### src/cdf_pkg.sv
// Shared types, header codes and CRC helper for the CRC-8 header frame deframer.
`default_nettype none
package cdf_pkg;

  localparam int unsigned STORE_DEPTH = 9;
  localparam logic [7:0]  CRC_POLY    = 8'h07;

  localparam logic [2:0] KIND_START      = 3'd0;
  localparam logic [2:0] KIND_END        = 3'd1;
  localparam logic [2:0] KIND_VALUE      = 3'd2;
  localparam logic [2:0] KIND_CARD       = 3'd3;
  localparam logic [2:0] KIND_POWER_OFF  = 3'd4;
  localparam logic [2:0] KIND_POWER_ON   = 3'd5;
  localparam logic [2:0] KIND_ACK_DEAD   = 3'd6;
  localparam logic [2:0] KIND_ACK_REVIVE = 3'd7;

  localparam logic [15:0] HDR_START      = 16'hC11C;
  localparam logic [15:0] HDR_END        = 16'hC22C;
  localparam logic [15:0] HDR_VALUE      = 16'hC33C;
  localparam logic [15:0] HDR_CARD       = 16'hC44C;
  localparam logic [15:0] HDR_POWER_OFF  = 16'hC55C;
  localparam logic [15:0] HDR_POWER_ON   = 16'hC66C;
  localparam logic [15:0] HDR_ACK_DEAD   = 16'hE33E;
  localparam logic [15:0] HDR_ACK_REVIVE = 16'hE44E;

  localparam logic [3:0] LEN_ACK   = 4'd4;
  localparam logic [3:0] LEN_CMD   = 4'd7;
  localparam logic [3:0] LEN_VALUE = 4'd9;

  typedef logic [7:0] byte_t;

  typedef struct packed {
    logic       known;
    logic [2:0] kind;
    logic [3:0] len;
  } hdr_t;

  typedef struct packed {
    logic [2:0]  frame_kind;
    logic [3:0]  frame_length;
    logic [31:0] word_at_two;
    logic [15:0] word_at_six;
  } result_t;

  function automatic byte_t crc8_step(input byte_t val);
    byte_t c;
    c = val;
    for (int i = 0; i < 8; i++) begin
      if (c[7]) begin
        c = {c[6:0], 1'b0} ^ CRC_POLY;
      end else begin
        c = {c[6:0], 1'b0};
      end
    end
    return c;
  endfunction

  function automatic hdr_t header_lookup(input byte_t h0, input byte_t h1);
    hdr_t h;
    h = '{known: 1'b1, kind: KIND_START, len: LEN_CMD};
    unique case ({h0, h1})
      HDR_START:      h = '{known: 1'b1, kind: KIND_START,      len: LEN_CMD};
      HDR_END:        h = '{known: 1'b1, kind: KIND_END,        len: LEN_CMD};
      HDR_VALUE:      h = '{known: 1'b1, kind: KIND_VALUE,      len: LEN_VALUE};
      HDR_CARD:       h = '{known: 1'b1, kind: KIND_CARD,       len: LEN_CMD};
      HDR_POWER_OFF:  h = '{known: 1'b1, kind: KIND_POWER_OFF,  len: LEN_CMD};
      HDR_POWER_ON:   h = '{known: 1'b1, kind: KIND_POWER_ON,   len: LEN_CMD};
      HDR_ACK_DEAD:   h = '{known: 1'b1, kind: KIND_ACK_DEAD,   len: LEN_ACK};
      HDR_ACK_REVIVE: h = '{known: 1'b1, kind: KIND_ACK_REVIVE, len: LEN_ACK};
      default:        h = '{known: 1'b0, kind: KIND_START,      len: 4'd0};
    endcase
    return h;
  endfunction

endpackage
`default_nettype wire

### src/crc8_header_frame_deframer.sv
// Top level of the CRC-8 header frame deframer: byte stream in, checked frames out.
// Takes one byte per clock while in_tready is high and keeps a running CRC-8
// (poly 0x07, init 0), so a frame is checked as its last byte arrives and its
// result is registered in the output buffer behind out_tvalid; unknown header pairs
// and frames with a bad CRC give no result. A two-entry output buffer lets
// bytes keep flowing while a result waits; in_tready falls only when both
// entries are full and rises again as the consumer takes a result.
`default_nettype none
module crc8_header_frame_deframer (
  input  wire logic        clk,
  input  wire logic        rst_n,
  input  wire logic        in_tvalid,
  output logic             in_tready,
  input  wire logic [7:0]  in_tdata,   // [7:0] rx_byte
  output logic             out_tvalid,
  input  wire logic        out_tready,
  output logic [55:0]      out_tdata,  // [3:0] frame_length, [35:4] word_at_two,
                                       // [51:36] word_at_six, [55:52] zero
  output logic [2:0]       out_tuser   // [2:0] frame_kind
);
  import cdf_pkg::*;

  logic    byte_en;
  result_t res;
  logic    res_valid;
  result_t out_res;

  assign byte_en = in_tvalid && in_tready;

  cdf_parser u_parser (
    .clk       (clk),
    .rst_n     (rst_n),
    .byte_en   (byte_en),
    .byte_in   (in_tdata),
    .res       (res),
    .res_valid (res_valid)
  );

  cdf_skid u_skid (
    .clk        (clk),
    .rst_n      (rst_n),
    .push       (res_valid),
    .push_data  (res),
    .push_ready (in_tready),
    .out_valid  (out_tvalid),
    .out_ready  (out_tready),
    .out_data   (out_res)
  );

  assign out_tdata = {4'h0, out_res.word_at_six, out_res.word_at_two, out_res.frame_length};
  assign out_tuser = out_res.frame_kind;

endmodule
`default_nettype wire

### src/cdf_parser.sv
// Frame store, byte count and running CRC; detects and checks complete frames.
`default_nettype none
module cdf_parser (
  input  wire logic            clk,
  input  wire logic            rst_n,
  input  wire logic            byte_en,
  input  wire cdf_pkg::byte_t  byte_in,
  output cdf_pkg::result_t     res,
  output logic                 res_valid
);
  import cdf_pkg::*;

  byte_t      store_r [STORE_DEPTH];
  logic [3:0] count_r;
  logic [3:0] count_nxt;
  byte_t      crc_r;
  byte_t      crc_nxt;
  logic [3:0] c_eff;
  byte_t      h1;
  hdr_t       hdr;
  logic       drop;
  logic       done;

  always_comb begin
    c_eff     = (count_r >= 4'(STORE_DEPTH)) ? 4'd0 : count_r;
    h1        = (c_eff == 4'd1) ? byte_in : store_r[1];
    hdr       = header_lookup(store_r[0], h1);
    count_nxt = count_r;
    crc_nxt   = crc_r;
    drop      = 1'b0;
    done      = 1'b0;
    if (byte_en) begin
      priority if (c_eff == 4'd0) begin
        count_nxt = 4'd1;
        crc_nxt   = crc8_step(byte_in);
      end else if (!hdr.known) begin
        drop      = 1'b1;
        count_nxt = 4'd1;
        crc_nxt   = crc8_step(h1);
      end else if ((c_eff + 4'd1) < hdr.len) begin
        count_nxt = c_eff + 4'd1;
        crc_nxt   = crc8_step(crc_r ^ byte_in);
      end else begin
        done      = 1'b1;
        count_nxt = 4'd0;
        crc_nxt   = 8'h00;
      end
    end
    res_valid        = done && (crc_r == byte_in);
    res.frame_kind   = hdr.kind;
    res.frame_length = hdr.len;
    res.word_at_two  = (hdr.len == LEN_ACK) ? {24'h000000, store_r[2]}
                                            : {store_r[5], store_r[4], store_r[3], store_r[2]};
    res.word_at_six  = (hdr.len == LEN_VALUE) ? {store_r[7], store_r[6]} : 16'h0000;
  end

  always_ff @(posedge clk) begin
    if (!rst_n) begin
      count_r <= 4'd0;
      crc_r   <= 8'h00;
    end else begin
      count_r <= count_nxt;
      crc_r   <= crc_nxt;
    end
  end

  always_ff @(posedge clk) begin
    if (byte_en) begin
      store_r[c_eff] <= byte_in;
      if (drop) begin
        store_r[0] <= h1;
      end
    end
  end

endmodule
`default_nettype wire

### src/cdf_skid.sv
// Output register with a skid stage between the parser and the result channel.
`default_nettype none
module cdf_skid (
  input  wire logic              clk,
  input  wire logic              rst_n,
  input  wire logic              push,
  input  wire cdf_pkg::result_t  push_data,
  output logic                   push_ready,
  output logic                   out_valid,
  input  wire logic              out_ready,
  output cdf_pkg::result_t       out_data
);
  import cdf_pkg::*;

  logic    out_v_r;
  logic    skid_v_r;
  result_t out_d_r;
  result_t skid_d_r;
  logic    pop;

  assign pop        = out_v_r && out_ready;
  assign push_ready = !skid_v_r;
  assign out_valid  = out_v_r;
  assign out_data   = out_d_r;

  always_ff @(posedge clk) begin
    if (!rst_n) begin
      out_v_r  <= 1'b0;
      skid_v_r <= 1'b0;
    end else if (skid_v_r) begin
      if (pop) begin
        skid_v_r <= 1'b0;
      end
    end else if (push) begin
      if (!out_v_r || pop) begin
        out_v_r <= 1'b1;
      end else begin
        skid_v_r <= 1'b1;
      end
    end else if (pop) begin
      out_v_r <= 1'b0;
    end
  end

  always_ff @(posedge clk) begin
    if (skid_v_r) begin
      if (pop) begin
        out_d_r <= skid_d_r;
      end
    end else if (push) begin
      if (!out_v_r || pop) begin
        out_d_r <= push_data;
      end else begin
        skid_d_r <= push_data;
      end
    end
  end

endmodule
`default_nettype wire
### config.mk
export PLATFORM = sky130hd
export DESIGN_NAME = crc8_header_frame_deframer
export DESIGN_NICKNAME = d
export VERILOG_FILES = /design/src/cdf_pkg.sv /design/src/crc8_header_frame_deframer.sv /design/src/cdf_parser.sv /design/src/cdf_skid.sv
export SDC_FILE = /design/constraint.sdc
export NUM_CORES = 1
export LEC_CHECK = 0
export BUFFER_PORTS_ARGS = -buffer_cell sky130_fd_sc_hd__buf_2
export CAP_MARGIN = 0
export CORE_MARGIN = 1.5
export CORE_UTILIZATION = 40
export CTS_BUF_LIST = sky130_fd_sc_hd__clkbuf_8
export DETAILED_ROUTE_END_ITERATION = 10
export PLACE_DENSITY = 0.58
export SETUP_SLACK_MARGIN = 0.5
export SLEW_MARGIN = 20
export SYNTH_ARGS = -nofsm -noshare
export SYNTH_HDL_FRONTEND = slang
export SYNTH_SLANG_ARGS = --single-unit
### constraint.sdc
create_clock -name clk -period 17.55 [get_ports clk]
set_input_delay 3.51 -clock clk [delete_from_list [all_inputs] [get_ports clk]]
set_output_delay 3.51 -clock clk [all_outputs]
set_load 0.1 [all_outputs]
Word-level counts from Yosys, hierarchy flattened
Memories as Yosys holds them, arrays and structs flattened.
Index checks and enable logic that the tools add are counted.
{"block": "word_totals", "reg_bits": 124, "latch_bits": 0, "ram_bits": 72, "mem_bits_ro": 0, "wordCells": 191, "n_memories": 1}
{"block": "op_classes", "n_addsub": 1, "n_mul": 0, "div": 0, "n_lt_le_gt_ge": 2, "eq_ne": 14, "shift": 0, "mux": 121, "bitwise_logic": 27, "n_reduce_logical": 13}
{"name": "u_parser.store_r", "depth": 9, "width": 8, "read_ports": 8, "rd_clocked_by_memory_dff": 0, "wr": 2, "line": "cdf_parser.sv:13", "rtl": "byte_t store_r [STORE_DEPTH];"}
{"operator": "two-way mux 8 bit", "count": 67}
{"operator": "two-way mux 55 bit", "count": 4}
{"operator": "== test 16 bit, second input constant", "count": 8}
{"operator": "two-way mux 3 bit", "count": 24}
{"operator": "inverter 3 bit", "count": 24}
{"operator": "one-hot mux 8 bit (8 select lines)", "count": 1}
{"operator": "two-way mux 32 bit", "count": 1}
{"operator": "two-way mux 1 bit", "count": 19}
{"operator": "two-way mux 16 bit", "count": 1}
{"operator": "two-way mux 4 bit", "count": 4}
{"operator": "AND reduction 3 bit", "count": 3}
{"operator": "== test 8 bit", "count": 1}
{"operator": "XOR 8 bit", "count": 1}
{"operator": "nonzero test 2 bit", "count": 3}
{"operator": "adder 4 x 1 -> 4 bit, second input constant", "count": 1}
{"operator": "== test 4 x 1 -> 1 bit, second input constant", "count": 1}
{"operator": "== test 4 x 3 -> 1 bit, second input constant", "count": 1}
{"operator": "== test 4 bit, second input constant", "count": 1}
{"operator": ">= comparator 4 bit, second input constant", "count": 1}
{"operator": "zero test 4 bit", "count": 1}
{"operator": "less-than comparator 4 bit", "count": 1}
{"operator": "logical AND 1 bit", "count": 3}
{"operator": "zero test 1 bit", "count": 2}
{"operator": "!= test 2 x 1 -> 1 bit, second input constant", "count": 1}
{"operator": "3 further kinds", "count": 4}

Depth between registers and ports, before layout
{"block": "logic_depth", "depth_word": 52, "mapped_depth": 23}

Hierarchy
From an unflattened synthesis, not the netlist that was laid out.
{"block": "hier_totals", "hier_cells": 572, "area_unflattened_um2": 8718.4}
{"module": "cdf_parser", "n_inst": 1, "cells_each": 380, "area_per_inst_um2": 4360.4, "seq_area_each_um2": 2162.1}
{"module": "cdf_skid", "n_inst": 1, "cells_each": 186, "area_per_inst_um2": 4317.9, "seq_area_each_um2": 3343.2}
{"module": "crc8_header_frame_deframer", "n_inst": 1, "cells_each": 6, "area_per_inst_um2": 40.0, "seq_area_each_um2": 0.0}

Worst setup path after synthesis
Ideal clock, no wire load.
{"block": "synth_timing", "path_type": "in2reg", "startpoint": "in in_tdata[6]", "endpoint": "reg u_skid.skid_d_r[0] (netlist bit) (enable)", "arrival_ns": 8.504, "t_required_ns": 17.082, "slack_ns": 8.578, "stages": 16, "path_buffers": 2, "cell_sequence": "clkbuf_1 -> mux2_2 -> ha_1 -> and3b_1 -> o311ai_0 -> o21ai_0 -> o21ai_0 -> a31o_2 -> buf_2 -> nand2_1 -> inv_1 -> ha_1 -> and3_1 -> a31oi_1 -> or3b_4 -> nor2_1"}
{"element": "start: declaration", "line": "crc8_header_frame_deframer.sv:14", "rtl": "input wire logic [7:0] in_tdata,"}
{"element": "end signal: assignment", "line": "cdf_skid.sv:54", "rtl": "skid_d_r <= push_data;"}
{"element": "end: declaration", "line": "cdf_skid.sv:18", "rtl": "result_t skid_d_r;"}

==> impl_results.html <==
<table>
<tr><th>Metric</th><th>Value</th></tr>
<tr><th colspan="2">Timing</th></tr>
<tr><td>Worst hold margin</td><td>450 ps</td></tr>
<tr><td>Worst clock skew</td><td>17.0 ps</td></tr>
<tr><td>Time the worst path needs with I/O delays and setup</td><td>7480 ps</td></tr>
<tr><td>Total setup violations reported at the end of the flow</td><td>0</td></tr>
<tr><td>Count of endpoints failing hold in the final timing report</td><td>0</td></tr>
<tr><td>TNS Setup</td><td>0 ps</td></tr>
<tr><td>Portion of the clock cycle consumed by the worst path in the final layout</td><td>42.6%</td></tr>
<tr><td>Worst-Margin Slew</td><td>751 ps</td></tr>
<tr><td>Worst relative slew slack</td><td>49.9%</td></tr>
<tr><td>Setup repair after global routing missed its margin</td><td>no</td></tr>
<tr><td>Upper clock frequency limit</td><td>0.134 GHz</td></tr>
<tr><td>Max-slew violation count</td><td>0</td></tr>
<tr><th colspan="2">Layout</th></tr>
<tr><td>Filler Cell Count</td><td>1868</td></tr>
<tr><td>Nets@finish</td><td>679</td></tr>
<tr><td>Commonest cells after routing, fill and taps aside</td><td>sky130_fd_sc_hd__edfxtp_1 (174), sky130_fd_sc_hd__buf_2 (68), sky130_fd_sc_hd__mux2_2 (65)</td></tr>
<tr><td>Area occupied by registers</td><td>0.00551 mm2</td></tr>
<tr><td>Fraction of layout instances using a drive strength above 1</td><td>28.3%</td></tr>
<tr><td>Most frequent standard cell in the layout excluding fill and tap cells</td><td>sky130_fd_sc_hd__edfxtp_1</td></tr>
<tr><td>Area delta synth-&gt;final</td><td>11.4%</td></tr>
<tr><td>Area of the multi-input gates</td><td>0.00274 mm2</td></tr>
<tr><th colspan="2">Clocking</th></tr>
<tr><td>CTS root buffer</td><td>sky130_fd_sc_hd__clkbuf_8</td></tr>
<tr><td>Worst-path clk slew</td><td>100 ps</td></tr>
<tr><td>Clock network latency to the later pin of the worst-skew pair</td><td>460 ps</td></tr>
<tr><td>H-tree depth reported by CTS</td><td>4</td></tr>
<tr><td>Number of hold buffers added after CTS</td><td>0</td></tr>
<tr><td>Post-CTS repair timing setup buffer count</td><td>0</td></tr>
<tr><td># resized after CTS</td><td>0</td></tr>
<tr><td>Clock sinks</td><td>188</td></tr>
<tr><td>Clock buffer count from CTS</td><td>17</td></tr>
<tr><td>CTS tree</td><td>built</td></tr>
<tr><td>Worst-case clock buffer depth</td><td>2</td></tr>
<tr><th colspan="2">Route</th></tr>
<tr><td>Overall via count from detail_route</td><td>4902</td></tr>
<tr><td>Number of DRC violations after detailed routing</td><td>0</td></tr>
<tr><td>Detailed-routing wirelength on met1</td><td>7.92 mm</td></tr>
<tr><td>Highest routing layer actually used</td><td>met4</td></tr>
<tr><td>Post-route antenna net violation count</td><td>0</td></tr>
<tr><td>Met3 Routed Length</td><td>784 um</td></tr>
<tr><td>Drt initial violations</td><td>298</td></tr>
<tr><td>Number of detailed-routing iterations run before antenna repair</td><td>5</td></tr>
<tr><td>Routed length on met2</td><td>8.56 mm</td></tr>
<tr><td>Routed length per placed instance</td><td>18.9 um</td></tr>
<tr><td>Total length of routed wires</td><td>17.7 mm</td></tr>
<tr><td>Average via count per standard cell</td><td>5.23</td></tr>
<tr><th colspan="2">Worst hold path</th></tr>
<tr><td>Worst Hold Endpoint</td><td>u_skid.skid_d_r[23]</td></tr>
<tr><td>Hold WC Path Type</td><td>reg -&gt; reg</td></tr>
<tr><td>Worst hold stages</td><td>0</td></tr>
<tr><td>Worst Min Path Start</td><td>u_parser.store_r[2][7]</td></tr>
<tr><th colspan="2">Synth</th></tr>
<tr><td>Number of flops mapped to enable cells by yosys</td><td>174</td></tr>
<tr><td>Yosys warns</td><td>0</td></tr>
<tr><td>Synth area leader</td><td>sky130_fd_sc_hd__edfxtp_1</td></tr>
<tr><td>Yosys reg bits</td><td>188</td></tr>
<tr><td>Area share of the largest cell type after synthesis</td><td>62.0%</td></tr>
<tr><td>Share of flip-flops with an asynchronous set or reset</td><td>0%</td></tr>
<tr><td>Most instantiated flip-flop cell in the synthesis netlist</td><td>sky130_fd_sc_hd__edfxtp_1</td></tr>
<tr><td>Post-synthesis instance total</td><td>593</td></tr>
<tr><td>Post-synthesis cell type count</td><td>58</td></tr>
<tr><td>Average cell area after synthesis</td><td>14.2 um2</td></tr>
<tr><td>Netlist Area Pre-Place</td><td>0.00842 mm2</td></tr>
<tr><td>Ranking of synthesized cells by area</td><td>sky130_fd_sc_hd__edfxtp_1 (62%), sky130_fd_sc_hd__mux2_2 (8.7%), sky130_fd_sc_hd__dfxtp_1 (3.3%)</td></tr>
<tr><td>Proportion of synthesized chip area in sequential cells</td><td>65.4%</td></tr>
<tr><th colspan="2">Power</th></tr>
<tr><td>Leakage power summed over all cells</td><td>3.35 nW</td></tr>
<tr><td>Maximum vdd drop</td><td>0.0459 mV</td></tr>
<tr><td>Power Density</td><td>87.9 mW/mm2</td></tr>
<tr><th colspan="2">Floorplan</th></tr>
<tr><td>Standard-cell row count</td><td>52</td></tr>
<tr><td>Area of the core</td><td>0.0204 mm2</td></tr>
<tr><td>Num ports</td><td>73</td></tr>
<tr><td>Initial Util</td><td>41.2%</td></tr>
<tr><td>Chip width</td><td>148 um</td></tr>
<tr><td>Area of the die</td><td>0.0219 mm2</td></tr>
<tr><td>Die H</td><td>148 um</td></tr>
<tr><th colspan="2">Placement</th></tr>
<tr><td>Global placement routability congestion</td><td>0.865</td></tr>
<tr><td>Count of buffers inserted at the top-level ports</td><td>68</td></tr>
<tr><td>Sum of net half-perimeters after detailed placement</td><td>11.5 mm</td></tr>
<tr><th colspan="2">Critical path</th></tr>
<tr><td>Critical Path Start Type</td><td>input pin</td></tr>
<tr><td>Slowest library cell on the worst path</td><td>sky130_fd_sc_hd__buf_4</td></tr>
<tr><td>Crit end category</td><td>register</td></tr>
<tr><td>Largest delay contributor family on the critical path</td><td>compound AO/OA/AOI/OAI gates</td></tr>
<tr><td>Biggest cell delay along the critical path</td><td>610 ps</td></tr>
<tr><td>Count of buffer and inverter cells on the critical path</td><td>3</td></tr>
<tr><td>Class of the most critical setup path</td><td>in -&gt; reg</td></tr>
<tr><td>Critical Path, Cell by Cell</td><td>buf_2 &gt; mux2_2 &gt; ha_1 &gt; and3b_1 &gt; o311ai_0 &gt; o21ai_0 &gt; o21ai_0 &gt; a31o_2 &gt; nand2_1 &gt; inv_1 &gt; ha_1 &gt; a21o_1 &gt; a21o_1 &gt; a31oi_1 &gt; or3b_4 &gt; a21oi_4 &gt; buf_4</td></tr>
<tr><td>Highest fanout seen on the critical path</td><td>55</td></tr>
<tr><td>Critical path data arrival time</td><td>7570 ps</td></tr>
<tr><td>Data required time at the worst endpoint</td><td>17640 ps</td></tr>
<tr><td>Setup slack of the most critical reg-to-reg path</td><td>11850 ps</td></tr>
<tr><td>R2R Path Start</td><td>u_parser.count_r[3]</td></tr>
<tr><td>Worst reg2reg endpoint</td><td>u_skid.out_data[36]</td></tr>
<tr><td>FF-to-FF path depth</td><td>20</td></tr>
<tr><th colspan="2">Global routing</th></tr>
<tr><td>Total congestion overflow after global routing</td><td>0</td></tr>
<tr><td>Initial antenna violation count</td><td>0</td></tr>
<tr><td>Wire length of the first global-routing pass</td><td>27.8 mm</td></tr>
<tr><td>Overall global routing resource usage</td><td>16.8%</td></tr>
<tr><td>Number of global-route vias before repair</td><td>4947</td></tr>
<tr><td>Pin count of the biggest net entering global routing</td><td>56</td></tr>
<tr><th colspan="2">Run</th></tr>
<tr><td>Max capacitance violation total</td><td>0</td></tr>
<tr><th colspan="2">Outcome</th></tr>
<tr><td>Status</td><td>complete, no violations</td></tr>
</table>
==> layer usage <==
metal | up-vias | GRT usage (%)
met3 | 30 | 3.50
met4 | 0 | 6.34
met1 | 2418 | 22.3
li1 | 2296 | -
met2 | 158 | 27.4
met5 | - | 0
==> per-stage QoR <==
step                      std cells  setup WS (ps)  power, mW  util (%)  area, um2
final                           938          10070      0.824      45.9       9380
after global routing            937           9790      0.855      45.9       9380
after CTS                       937          10140      0.833      45.9       9380
after detailed placement        905           9650      0.567      44.1       9010
after global placement          905           9780      0.567      44.1       9010
after floorplan                 596           8580      0.553         -       8430
==> cell usage after synthesis, types with 9 or more instances <==
cell type and count:
sky130_fd_sc_hd__xnor2_1 31, sky130_fd_sc_hd__and3_1 10, sky130_fd_sc_hd__nor3_1 11, sky130_fd_sc_hd__clkbuf_1 23, sky130_fd_sc_hd__edfxtp_1 174, sky130_fd_sc_hd__o21ai_0 17
sky130_fd_sc_hd__and2_1 41, sky130_fd_sc_hd__xor2_1 14, sky130_fd_sc_hd__ha_1 13, sky130_fd_sc_hd__nand2_1 29, sky130_fd_sc_hd__inv_1 9, sky130_fd_sc_hd__nor2_1 27
sky130_fd_sc_hd__a21oi_1 16, sky130_fd_sc_hd__nand3_1 11, sky130_fd_sc_hd__dfxtp_1 14, sky130_fd_sc_hd__mux2_2 65
==> worst register-to-register path, delay by kind of cell, from the launching register on <==
kind / cells / cell delay, ps
fa+ha+maj: 3 / 690
buf+inv: 3 / 820
compound gates: 8 / 1550
simple gates: 5 / 1440
mux: 1 / 440
flops: 1 / 350
==> power by group <==
part | switching, mW | total [mW] | internal (mW)
Sequential | 0.00438 | 0.493 | 0.488
Clock | 0.163 | 0.267 | 0.103
Combinational | 0.0397 | 0.0648 | 0.0251
Total | 0.207 | 0.824 | 0.617
==> logic make-up after synthesis <==
family | after synthesis | synth area share (%)
DFF | 188 | 65.4
and+or+nand+nor | 161 | 10.6
muxes | 71 | 9.46
AOI/OAI and AO/OA | 69 | 5.45
xor gates and xnor gates | 45 | 4.68
buffers and inverters | 45 | 2.42
adders and majority gates | 13 | 1.93
other | 1 | 0.0445
==> worst max-delay path by stage <==
stage | start | end | cells past startpoint
finish | in_tdata[6] | u_skid.out_data[36] | 17
global route | in_tdata[6] | u_skid.out_data[50] | 17
CTS | in_tdata[6] | u_skid.out_data[36] | 17
detailed placement | in_tdata[6] | u_skid.out_data[32] | 17
global placement | in_tdata[6] | u_skid.out_data[32] | 17
floorplan | in_tdata[6] | u_skid.skid_d_r[0] | 16
==> cell type report <==
cell class                 count  area share (%)
multi-input combinational    363            29.2
clock inverter                15            1.44
clock buffer                  17            2.49
antenna                        1          0.0267
sequential                   188            58.7
tap                          270            3.60
timing repair buffer          75            4.19
inverter                       9           0.360
==> registers in the layout, indices dropped and copies added (netlist names) <==
register          count
u_parser.count_r      4
u_parser.crc_r        8
u_parser.store_r     64
u_skid.out_data      55
u_skid.out_valid      1
u_skid.skid_d_r      55
u_skid.skid_v_r       1
No activity file was read; power rests on OpenSTA's default activity.
